--- src/hw/rtl/urm_pkg.sv ---
// shared types and constants for the ultrasonic range meter
package urm_pkg;

   // field widths
   localparam int TICK_W     = 32;
   localparam int MODE_W     = 2;
   localparam int INTERVAL_W = 24;
   localparam int TIMEOUT_W  = 16;
   localparam int MM_W       = 16;
   localparam int DIST_W     = 17;

   // stream and register port widths
   localparam int REQ_FIELD_W = 3 + MM_W;          // echo, presence, tof_present, tof_mm
   localparam int REQ_TDATA_W = 24;
   localparam int RSP_FIELD_W = 2 + DIST_W;        // trigger, distance, updated
   localparam int RSP_TDATA_W = 24;
   localparam int CSR_INDEX_W = 2;
   localparam int CSR_DATA_W  = INTERVAL_W;

   // default trigger pulse shape
   localparam int TRIG_LOW_TICKS_DEF  = 2;
   localparam int TRIG_HIGH_TICKS_DEF = 10;

   // distance fraction bits; the scale constants below are worked out for this value
   localparam int FRAC_BITS = 4;
   localparam logic [DIST_W-1:0] FAR_Q = DIST_W'(999 << FRAC_BITS);

   // echo: q = (w*1715*16 + 50000) / 100000 = (w*343 + 625) / 1250 for w up to 16 bits
   localparam int ECHO_NUM_W       = 25;
   localparam int ECHO_PROD_W      = 51;
   localparam int ECHO_Q_W         = 15;
   localparam int ECHO_RECIP_SHIFT = 36;
   localparam logic [ECHO_NUM_W-1:0] ECHO_MUL = ECHO_NUM_W'(343);
   localparam logic [ECHO_NUM_W-1:0] ECHO_ADD = ECHO_NUM_W'(625);
   // ceil(2^36 / 1250), exact for numerators below 2^25
   localparam logic [ECHO_PROD_W-1:0] ECHO_RECIP = ECHO_PROD_W'(54975582);

   // time of flight: q = (mm*16 + 5) / 10 = (mm*8 + 2) / 5
   localparam int TOF_NUM_W       = 20;
   localparam int TOF_PROD_W      = 41;
   localparam int TOF_RECIP_SHIFT = 23;
   localparam logic [TOF_NUM_W-1:0] TOF_ADD = TOF_NUM_W'(2);
   // ceil(2^23 / 5), exact for numerators below 2^20
   localparam logic [TOF_PROD_W-1:0] TOF_RECIP = TOF_PROD_W'(1677722);

   localparam logic [MM_W-1:0] TOF_OUT_OF_RANGE = '1;

   // range mode codes; any other code runs echo timing
   localparam logic [MODE_W-1:0] MODE_ECHO     = 2'd0;
   localparam logic [MODE_W-1:0] MODE_PRESENCE = 2'd1;
   localparam logic [MODE_W-1:0] MODE_TOF      = 2'd2;

   // register indexes
   localparam logic [CSR_INDEX_W-1:0] CSR_RANGE_MODE  = 2'd0;
   localparam logic [CSR_INDEX_W-1:0] CSR_INTERVAL_US = 2'd1;
   localparam logic [CSR_INDEX_W-1:0] CSR_TIMEOUT_US  = 2'd2;

   localparam logic [INTERVAL_W-1:0] INTERVAL_RESET = INTERVAL_W'(100000);
   localparam logic [TIMEOUT_W-1:0]  TIMEOUT_RESET  = TIMEOUT_W'(30000);

   // what the held distance becomes for one item
   typedef enum logic [2:0] {
      SEL_KEEP,
      SEL_FAR,
      SEL_ZERO,
      SEL_ECHO,
      SEL_TOF
   } dist_sel_type;

   // control decision for one item, handed to the scaling pipeline
   typedef struct packed {
      logic               trig;
      logic               updated;
      dist_sel_type       sel;
      logic [TIMEOUT_W-1:0] echo_width;
      logic [MM_W-1:0]    tof_mm;
   } ctl_type;

   // stage loads for the scaling pipeline
   typedef struct packed {
      logic load_num;
      logic load_quo;
      logic load_held;
   } scale_en_type;

endpackage

--- src/hw/rtl/ultrasonic_range_meter.sv ---
// ultrasonic range meter top level: config registers, stream stages and output register
// pipeline: a result reaches rsp through the control, numerator, quotient and output registers
//   that lie behind the input register
// throughput: one item per cycle while rsp is taken; every stage has its own valid
//   and fills bubbles, so req_tready drops only when all five stages hold items and rsp is stalled
// reset: synchronous, clears all stages, tick and echo state; held distance reads 999 cm,
//   range_mode 0, interval_us 100000, timeout_us 30000
module ultrasonic_range_meter import urm_pkg::*; #(
   parameter int TRIG_LOW_TICKS  = TRIG_LOW_TICKS_DEF,
   parameter int TRIG_HIGH_TICKS = TRIG_HIGH_TICKS_DEF
) (
   input  logic                   clock,
   input  logic                   reset,
   // register write port
   input  logic                   csr_we,
   input  logic [CSR_INDEX_W-1:0] csr_index,
   input  logic [CSR_DATA_W-1:0]  csr_wdata,
   // input stream, one transfer per microsecond tick
   input  logic                   req_tvalid,
   output logic                   req_tready,
   // [0] echo_level, [1] presence_level, [2] tof_present, [18:3] tof_mm, rest zero
   input  logic [REQ_TDATA_W-1:0] req_tdata,
   // result stream, one transfer per tick
   output logic                   rsp_tvalid,
   input  logic                   rsp_tready,
   // [0] trigger_level, [17:1] distance_q4, [18] distance_updated, rest zero
   output logic [RSP_TDATA_W-1:0] rsp_tdata
);

   // configuration registers
   logic [MODE_W-1:0]     mode_ff;
   logic [INTERVAL_W-1:0] interval_ff;
   logic [TIMEOUT_W-1:0]  timeout_ff;

   // stage valids: input, control, numerator, quotient, output
   logic v0_ff, v1_ff, v2_ff, v3_ff, rsp_valid_ff;
   logic adv1, adv2, adv3, adv_out;

   logic [REQ_FIELD_W-1:0] req_data_ff;
   logic [RSP_FIELD_W-1:0] rsp_data_ff, rsp_data_in;

   ctl_type      ctl;
   scale_en_type scale_en;
   logic              trigger_level;
   logic [DIST_W-1:0] distance_q4;
   logic              distance_updated;

   // a stage moves when it is empty or the one after it moves
   assign adv_out    = !rsp_valid_ff || rsp_tready;
   assign adv3       = !v3_ff || adv_out;
   assign adv2       = !v2_ff || adv3;
   assign adv1       = !v1_ff || adv2;
   assign req_tready = !v0_ff || adv1;

   always_ff @(posedge clock) begin
      if (reset) begin
         mode_ff     <= MODE_ECHO;
         interval_ff <= INTERVAL_RESET;
         timeout_ff  <= TIMEOUT_RESET;
      end else if (csr_we) begin
         case (csr_index)
            CSR_RANGE_MODE:  mode_ff     <= csr_wdata[MODE_W-1:0];
            CSR_INTERVAL_US: interval_ff <= csr_wdata[INTERVAL_W-1:0];
            CSR_TIMEOUT_US:  timeout_ff  <= csr_wdata[TIMEOUT_W-1:0];
            default: ;
         endcase
      end
   end

   always_ff @(posedge clock) begin
      if (reset) begin
         v0_ff        <= 1'b0;
         v1_ff        <= 1'b0;
         v2_ff        <= 1'b0;
         v3_ff        <= 1'b0;
         rsp_valid_ff <= 1'b0;
      end else begin
         if (req_tready) v0_ff        <= req_tvalid;
         if (adv1)       v1_ff        <= v0_ff;
         if (adv2)       v2_ff        <= v1_ff;
         if (adv3)       v3_ff        <= v2_ff;
         if (adv_out)    rsp_valid_ff <= v3_ff;
      end
   end

   // input register, loaded on each req transfer
   always_ff @(posedge clock) begin
      if (req_tready && req_tvalid) begin
         req_data_ff <= req_tdata[REQ_FIELD_W-1:0];
      end
   end

   // tick state advances once per item as it leaves the input register
   urm_ctrl #(
      .TRIG_LOW_TICKS  (TRIG_LOW_TICKS),
      .TRIG_HIGH_TICKS (TRIG_HIGH_TICKS)
   ) u_ctrl (
      .clock          (clock),
      .reset          (reset),
      .step           (v0_ff && adv1),
      .load           (adv1),
      .echo_level     (req_data_ff[0]),
      .presence_level (req_data_ff[1]),
      .tof_present    (req_data_ff[2]),
      .tof_mm         (req_data_ff[3 +: MM_W]),
      .range_mode     (mode_ff),
      .interval_us    (interval_ff),
      .timeout_us     (timeout_ff),
      .ctl_out        (ctl)
   );

   assign scale_en.load_num  = adv2;
   assign scale_en.load_quo  = adv3;
   // held distance changes only when a real item goes to the output register
   assign scale_en.load_held = v3_ff && adv_out;

   urm_scale u_scale (
      .clock            (clock),
      .reset            (reset),
      .en               (scale_en),
      .ctl              (ctl),
      .trigger_level    (trigger_level),
      .distance_q4      (distance_q4),
      .distance_updated (distance_updated)
   );

   assign rsp_data_in = {distance_updated, distance_q4, trigger_level};

   // output register parts the result side from the pipeline
   always_ff @(posedge clock) begin
      if (adv_out && v3_ff) begin
         rsp_data_ff <= rsp_data_in;
      end
   end

   assign rsp_tvalid = rsp_valid_ff;
   assign rsp_tdata  = {{(RSP_TDATA_W - RSP_FIELD_W){1'b0}}, rsp_data_ff};

   a_full_stall: assert property (@(posedge clock) disable iff (reset)
      !req_tready |-> v0_ff && v1_ff && v2_ff && v3_ff && rsp_valid_ff && !rsp_tready)
      else $error("input stalled with room in the pipeline");

endmodule

--- src/hw/rtl/urm_ctrl.sv ---
// echo edge timing, trigger pulse sequencing and distance source selection
module urm_ctrl import urm_pkg::*; #(
   parameter int TRIG_LOW_TICKS  = TRIG_LOW_TICKS_DEF,
   parameter int TRIG_HIGH_TICKS = TRIG_HIGH_TICKS_DEF
) (
   input  logic                  clock,
   input  logic                  reset,
   input  logic                  step,
   input  logic                  load,
   input  logic                  echo_level,
   input  logic                  presence_level,
   input  logic                  tof_present,
   input  logic [MM_W-1:0]       tof_mm,
   input  logic [MODE_W-1:0]     range_mode,
   input  logic [INTERVAL_W-1:0] interval_us,
   input  logic [TIMEOUT_W-1:0]  timeout_us,
   output ctl_type               ctl_out
);

   localparam int PHASE_W = $clog2(TRIG_LOW_TICKS + TRIG_HIGH_TICKS + 1);
   localparam logic [PHASE_W-1:0] PHASE_LAST  = PHASE_W'(TRIG_LOW_TICKS + TRIG_HIGH_TICKS);
   localparam logic [PHASE_W-1:0] PHASE_LOW   = PHASE_W'(TRIG_LOW_TICKS);
   localparam logic [PHASE_W-1:0] PHASE_FIRST = PHASE_W'(1);

   logic [TICK_W-1:0]  tick_ff, tick_in;
   logic [TICK_W-1:0]  start_ff, start_in;
   logic [TICK_W-1:0]  width_ff, width_in;
   logic               done_ff, done_in;
   logic               pending_ff, pending_in;
   logic               prev_ff, prev_in;
   logic [TICK_W-1:0]  last_trig_ff, last_trig_in;
   logic [PHASE_W-1:0] phase_ff, phase_in;
   ctl_type            ctl_ff, ctl_in;
   logic               period_due;

   assign period_due = (tick_ff - last_trig_ff) >= TICK_W'(interval_us);

   always_comb begin
      tick_in      = tick_ff + TICK_W'(1);
      start_in     = start_ff;
      width_in     = width_ff;
      done_in      = done_ff;
      pending_in   = pending_ff;
      prev_in      = echo_level;
      last_trig_in = last_trig_ff;
      phase_in     = phase_ff;
      ctl_in.trig       = 1'b0;
      ctl_in.updated    = 1'b0;
      ctl_in.sel        = SEL_KEEP;
      ctl_in.echo_width = width_ff[TIMEOUT_W-1:0];
      ctl_in.tof_mm     = tof_mm;

      // echo edges are tracked in every mode
      if (echo_level && !prev_ff) begin
         start_in = tick_ff;
      end else if (!echo_level && prev_ff) begin
         width_in = tick_ff - start_ff;
         done_in  = 1'b1;
      end
      ctl_in.echo_width = width_in[TIMEOUT_W-1:0];

      case (range_mode)
         MODE_PRESENCE: begin
            ctl_in.sel     = presence_level ? SEL_ZERO : SEL_FAR;
            ctl_in.updated = 1'b1;
            phase_in       = '0;
         end
         MODE_TOF: begin
            ctl_in.sel     = (!tof_present || tof_mm == TOF_OUT_OF_RANGE) ? SEL_FAR : SEL_TOF;
            ctl_in.updated = 1'b1;
            phase_in       = '0;
         end
         default: begin
            // harvest a finished echo
            if (pending_ff && done_in) begin
               done_in        = 1'b0;
               pending_in     = 1'b0;
               ctl_in.updated = 1'b1;
               if (width_in == '0 || width_in > TICK_W'(timeout_us)) begin
                  ctl_in.sel = SEL_FAR;
               end else begin
                  ctl_in.sel = SEL_ECHO;
               end
            end
            // new period; an unanswered measurement reads far
            if (period_due) begin
               if (pending_in) begin
                  ctl_in.sel     = SEL_FAR;
                  ctl_in.updated = 1'b1;
               end
               last_trig_in = tick_ff;
               done_in      = 1'b0;
               pending_in   = 1'b1;
               phase_in     = PHASE_FIRST;
            end
            if (phase_in != '0) begin
               ctl_in.trig = phase_in > PHASE_LOW;
               if (phase_in >= PHASE_LAST) begin
                  phase_in = '0;
               end else begin
                  phase_in = phase_in + PHASE_W'(1);
               end
            end
         end
      endcase
   end

   always_ff @(posedge clock) begin
      if (reset) begin
         tick_ff      <= '0;
         start_ff     <= '0;
         width_ff     <= '0;
         done_ff      <= 1'b0;
         pending_ff   <= 1'b0;
         prev_ff      <= 1'b0;
         last_trig_ff <= '0;
         phase_ff     <= '0;
      end else if (step) begin
         tick_ff      <= tick_in;
         start_ff     <= start_in;
         width_ff     <= width_in;
         done_ff      <= done_in;
         pending_ff   <= pending_in;
         prev_ff      <= prev_in;
         last_trig_ff <= last_trig_in;
         phase_ff     <= phase_in;
      end
   end

   always_ff @(posedge clock) begin
      if (load) begin
         ctl_ff <= ctl_in;
      end
   end

   assign ctl_out = ctl_ff;

   a_phase_range: assert property (@(posedge clock) disable iff (reset)
      phase_ff <= PHASE_LAST)
      else $error("trigger phase beyond pulse end");

   a_side_modes: assert property (@(posedge clock) disable iff (reset)
      step && (range_mode == MODE_PRESENCE || range_mode == MODE_TOF)
      |=> phase_ff == '0 && ctl_ff.updated && !ctl_ff.trig)
      else $error("presence or tof mode left pulse running or skipped update");

   a_period_start: assert property (@(posedge clock) disable iff (reset)
      step && range_mode != MODE_PRESENCE && range_mode != MODE_TOF && period_due
      |=> pending_ff && phase_ff == PHASE_FIRST + PHASE_W'(1)
          && last_trig_ff == $past(tick_ff))
      else $error("period start did not arm measurement");

endmodule

--- src/hw/rtl/urm_scale.sv ---
// distance scaling pipeline and held distance register
module urm_scale import urm_pkg::*; (
   input  logic              clock,
   input  logic              reset,
   input  scale_en_type      en,
   input  ctl_type           ctl,
   output logic              trigger_level,
   output logic [DIST_W-1:0] distance_q4,
   output logic              distance_updated
);

   // numerator stage
   dist_sel_type          sel2_ff;
   logic                  trig2_ff, upd2_ff;
   logic [ECHO_NUM_W-1:0] num_echo_ff, num_echo_in;
   logic [TOF_NUM_W-1:0]  num_tof_ff, num_tof_in;

   // quotient stage
   dist_sel_type          sel3_ff;
   logic                  trig3_ff, upd3_ff;
   logic [ECHO_Q_W-1:0]   q_echo_ff, q_echo_in;
   logic [DIST_W-1:0]     q_tof_ff, q_tof_in;
   logic [ECHO_PROD_W-1:0] prod_echo;
   logic [TOF_PROD_W-1:0]  prod_tof;

   logic [DIST_W-1:0]     held_ff, held_in;

   assign num_echo_in = ECHO_NUM_W'(ctl.echo_width) * ECHO_MUL + ECHO_ADD;
   assign num_tof_in  = {1'b0, ctl.tof_mm, 3'b000} + TOF_ADD;

   // division by constant through reciprocal multiply
   assign prod_echo = ECHO_PROD_W'(num_echo_ff) * ECHO_RECIP;
   assign prod_tof  = TOF_PROD_W'(num_tof_ff) * TOF_RECIP;
   assign q_echo_in = prod_echo[ECHO_RECIP_SHIFT +: ECHO_Q_W];
   assign q_tof_in  = prod_tof[TOF_RECIP_SHIFT +: DIST_W];

   always_ff @(posedge clock) begin
      if (en.load_num) begin
         sel2_ff     <= ctl.sel;
         trig2_ff    <= ctl.trig;
         upd2_ff     <= ctl.updated;
         num_echo_ff <= num_echo_in;
         num_tof_ff  <= num_tof_in;
      end
      if (en.load_quo) begin
         sel3_ff   <= sel2_ff;
         trig3_ff  <= trig2_ff;
         upd3_ff   <= upd2_ff;
         q_echo_ff <= q_echo_in;
         q_tof_ff  <= q_tof_in;
      end
   end

   always_comb begin
      case (sel3_ff)
         SEL_KEEP: held_in = held_ff;
         SEL_FAR:  held_in = FAR_Q;
         SEL_ZERO: held_in = '0;
         SEL_ECHO: held_in = DIST_W'(q_echo_ff);
         SEL_TOF:  held_in = q_tof_ff;
         default:  held_in = held_ff;
      endcase
   end

   always_ff @(posedge clock) begin
      if (reset) begin
         held_ff <= FAR_Q;
      end else if (en.load_held) begin
         held_ff <= held_in;
      end
   end

   assign trigger_level    = trig3_ff;
   assign distance_q4      = held_in;
   assign distance_updated = upd3_ff;

endmodule

--- config.mk ---
export PLATFORM = sky130hd
export DESIGN_NAME = ultrasonic_range_meter
export DESIGN_NICKNAME = d
export VERILOG_FILES = /design/src/hw/rtl/urm_pkg.sv /design/src/hw/rtl/ultrasonic_range_meter.sv /design/src/hw/rtl/urm_ctrl.sv /design/src/hw/rtl/urm_scale.sv
export SDC_FILE = /design/constraint.sdc
export NUM_CORES = 2
export LEC_CHECK = 0
export BUFFER_PORTS_ARGS = -buffer_cell sky130_fd_sc_hd__buf_2
export CORE_MARGIN = 2
export CORE_UTILIZATION = 50
export CTS_CLUSTER_DIAMETER = 120
export DETAILED_ROUTE_END_ITERATION = 10
export GPL_ROUTABILITY_DRIVEN = 0
export GPL_TIMING_DRIVEN = 0
export PLACE_DENSITY = 0.7
export RECOVER_POWER = 25
export SYNTH_ARGS = -nofsm -noshare
export SYNTH_HDL_FRONTEND = slang
export SYNTH_SLANG_ARGS = --single-unit
--- constraint.sdc ---
create_clock -name clock -period 6.9 [get_ports clock]
set_input_delay 0 -clock clock [delete_from_list [all_inputs] [get_ports clock]]
set_output_delay 0 -clock clock [all_outputs]
set_load 0.02 [all_outputs]
==> results.cfg <==
[status]
status = finished, final reports clean

[placed_design]
dpl-instance-area_um2 = 39500
place_inst = 4938
dp_hpwl_um = 69000
port_buffers = 70

[timing]
max_freq_ghz = 0.148
finalMaxSlewViolations = 0
clock_skew_ns = 0.0305
fin_crit_sh_pct = 98.0
min_period_ns = 6.76
max-slew-margin-rel_pct = 11.0
finalSetupViolCount = 0
tightest_slew_ns = 1.34
hold_viol = 0

[layout]
finalNetCount = 5291
drive_gt1_share_pct = 8.13
final_cell_area_um2 = 42600
fillers = 6278
fin_cells = 5164
diodes = 0
syn2layout_area_growth_pct = 12.6

[yosys]
synthMostInstantiatedCell = inv_1
yosysUniqueCellTypes = 82
synth_fa_ha_area_share_pct = 44.2
ys.flop_type = dfxtp_1
synth_simple_gate_area_share_pct = 8.69
synth_top_area_cell = fa_1
synthMuxAreaShare_pct = 1.15
synth-seq-cells = 357
synth_compound_area_share_pct = 9.65
synth_xor_area_share_pct = 3.03
synth_top_cells_by_count = 927 x inv_1, 628 x ha_1, 443 x fa_1, 274 x nand2_1, 209 x a21oi_1
synth_area_um2 = 37800
synth_area_leaders = fa_1 23%, ha_1 21%, edfxtp_1 13%
yosysSeqAreaShare_pct = 23.1
synth_top_area_share_pct = 23.4
syn_inst = 3893
yosys_warnings = 0
synth_async_sr_flop_share_pct = 0
synth_top_family_by_area = adder cells
synth-edff-count = 158
synth_area_per_cell_um2 = 9.72

[worst_setup_path]
worstPathBufferInverterCount = 8
rr_startpoint = u_scale.num_echo_ff[12]
critPathKind = reg -> reg
required_ns = 7.21
worstSetupStartpoint = u_scale.num_echo_ff[12]
crit_fanout = 3
slowest_stage = fa_1
crit_path_frequent_cell = fa_1
critPathMaxStageDelay_ns = 0.55
cp.arrival_ns = 7.08
cp-end-kind = flop
cpLargestDelayFamily = adder cells
worst_setup_path_start_kind = flop

[cts]
cts_max_level = 2
cts_buffers = 40
cts-root-buf = clkbuf_16
insertion_delay_ns = 0.58
clockBufferDepth = 3
cts_tree = yes
clkSinkCount = 357
clkSlewWorstSetupHoldPaths_ns = 0.06

[detailed_routing]
post_drt_wl_per_cell_um = 17.1
drcViolationCount = 0
drt_iter0_drc = 1654
first_pass_iters = 7
vias = 27400
postRouteAntennaNets = 0
drt-total-wl_um = 88200
avgViaCountPerCell = 5.30

[global_routing]
grt_pass1_vias = 27800
antenna_found_initial = 1
grt_max_degree = 38
track_usage_pct = 22.8
grt-ovfl-total = 0
grt_pass1_wl_um = 143000

[run]
drv_cap = 0

[die]
die_h_um = 279
die_width_um = 279
io_pins = 81
start_util_pct = 50.6
rows = 100
core_area_um2 = 74700
dieArea_um2 = 77900

[min_path]
min_from = req_tdata[9]
hp-class = in -> reg
[worst paths after layout]
check                                 to  slack [ns]  cells after the start
setup / recovery   u_scale.q_echo_ff[10]        0.14                     25
hold / removal            req_data_ff[9]        0.14                      2
setup reg to reg   u_scale.q_echo_ff[10]        0.14                     25
hold reg to reg   u_scale.num_tof_ff[12]        0.41                      0
[per-layer routing]
metal  part of all wire, %  track usage [%]  routed length (um)
met4                   3.2             6.51                2830
met2                    47             38.7               41600
met3                   5.0             2.62                4390
met5                     0                0                   0
met1                    45             30.8               39400
[layout by cell type (no fill, tap or decap), types with 71 or more instances in the layout]
cell type,Yosys,layout
nor2_1,189,187
inv_1,927,915
dfxtp_1,199,198
o21ai_0,91,87
nand2_1,274,273
buf_4,5,101
ha_1,628,601
clkbuf_1,57,86
a21oi_1,209,202
fa_1,443,435
xnor2_1,71,71
edfxtp_1,158,158
[layout make-up]
| class | instances | area (um^2) | share of cell area, % |
|---|---|---|---|
| buffer | 75 | 359 | 0.843 |
| tap | 969 | 1210 | 2.85 |
| multi-input combinational | 2536 | 25800 | 60.5 |
| sequential | 357 | 8730 | 20.5 |
| clock buffer | 46 | 1040 | 2.45 |
| clock inverter | 26 | 299 | 0.702 |
| inverter | 929 | 3490 | 8.18 |
| timing repair buffer | 226 | 1720 | 4.03 |
[state kept, by name (all words and copies together), names as in the netlist, 16 cells and up]
signal,cells
u_scale.held_ff,17
u_scale.num_tof_ff,16
u_ctrl.start_ff,32
u_ctrl.ctl_out,37
interval_ff,24
u_scale.num_echo_ff,25
u_scale.q_tof_ff,17
u_ctrl.width_ff,32
rsp_data_ff,19
u_ctrl.last_trig_ff,32
timeout_ff,16
u_ctrl.tick_ff,32
req_data_ff,19
[cell families (layout without fill, tap and decap cells)]
logic type	Yosys count	in the layout
adder cells (fa/ha/maj)	1071	1071
buffers and inverters	1004	1302
AND/OR/NAND/NOR	716	716
AO/OA/AOI/OAI	570	570
flip-flops	357	357
XOR/XNOR	131	131
multiplexers	43	43
other	1	5
[metrics by stage]
stage | hold WS, ns | utilization (%) | TNS, ns | setup WS, ns
2_1_floorplan | 0.0989 | - | 0 | 0.204
3_5_place_dp | 0.178 | 52.8 | -8.66 | -0.939
5_1_grt | 0.128 | 57.0 | -0.247 | -0.105
3_3_place_gp | 0.176 | 52.7 | -8.26 | -0.910
6_report | 0.141 | 57.0 | 0 | 0.139
4_1_cts | 0.108 | 56.0 | -0.00721 | -0.00721
[what timing repair did]
action                                  in CTS  in global routing
resized for setup                           32                 78
setup buffers                               50                 55
hold endpoints to repair                    64                  0
pin swaps                                    7                 47
hold buffers                                49                  0
endpoints found under the setup margin      18                 18
Power is left out: the tool's default activity adds up to more than one toggle a clock period on the data nets, which glitch-free logic cannot reach.
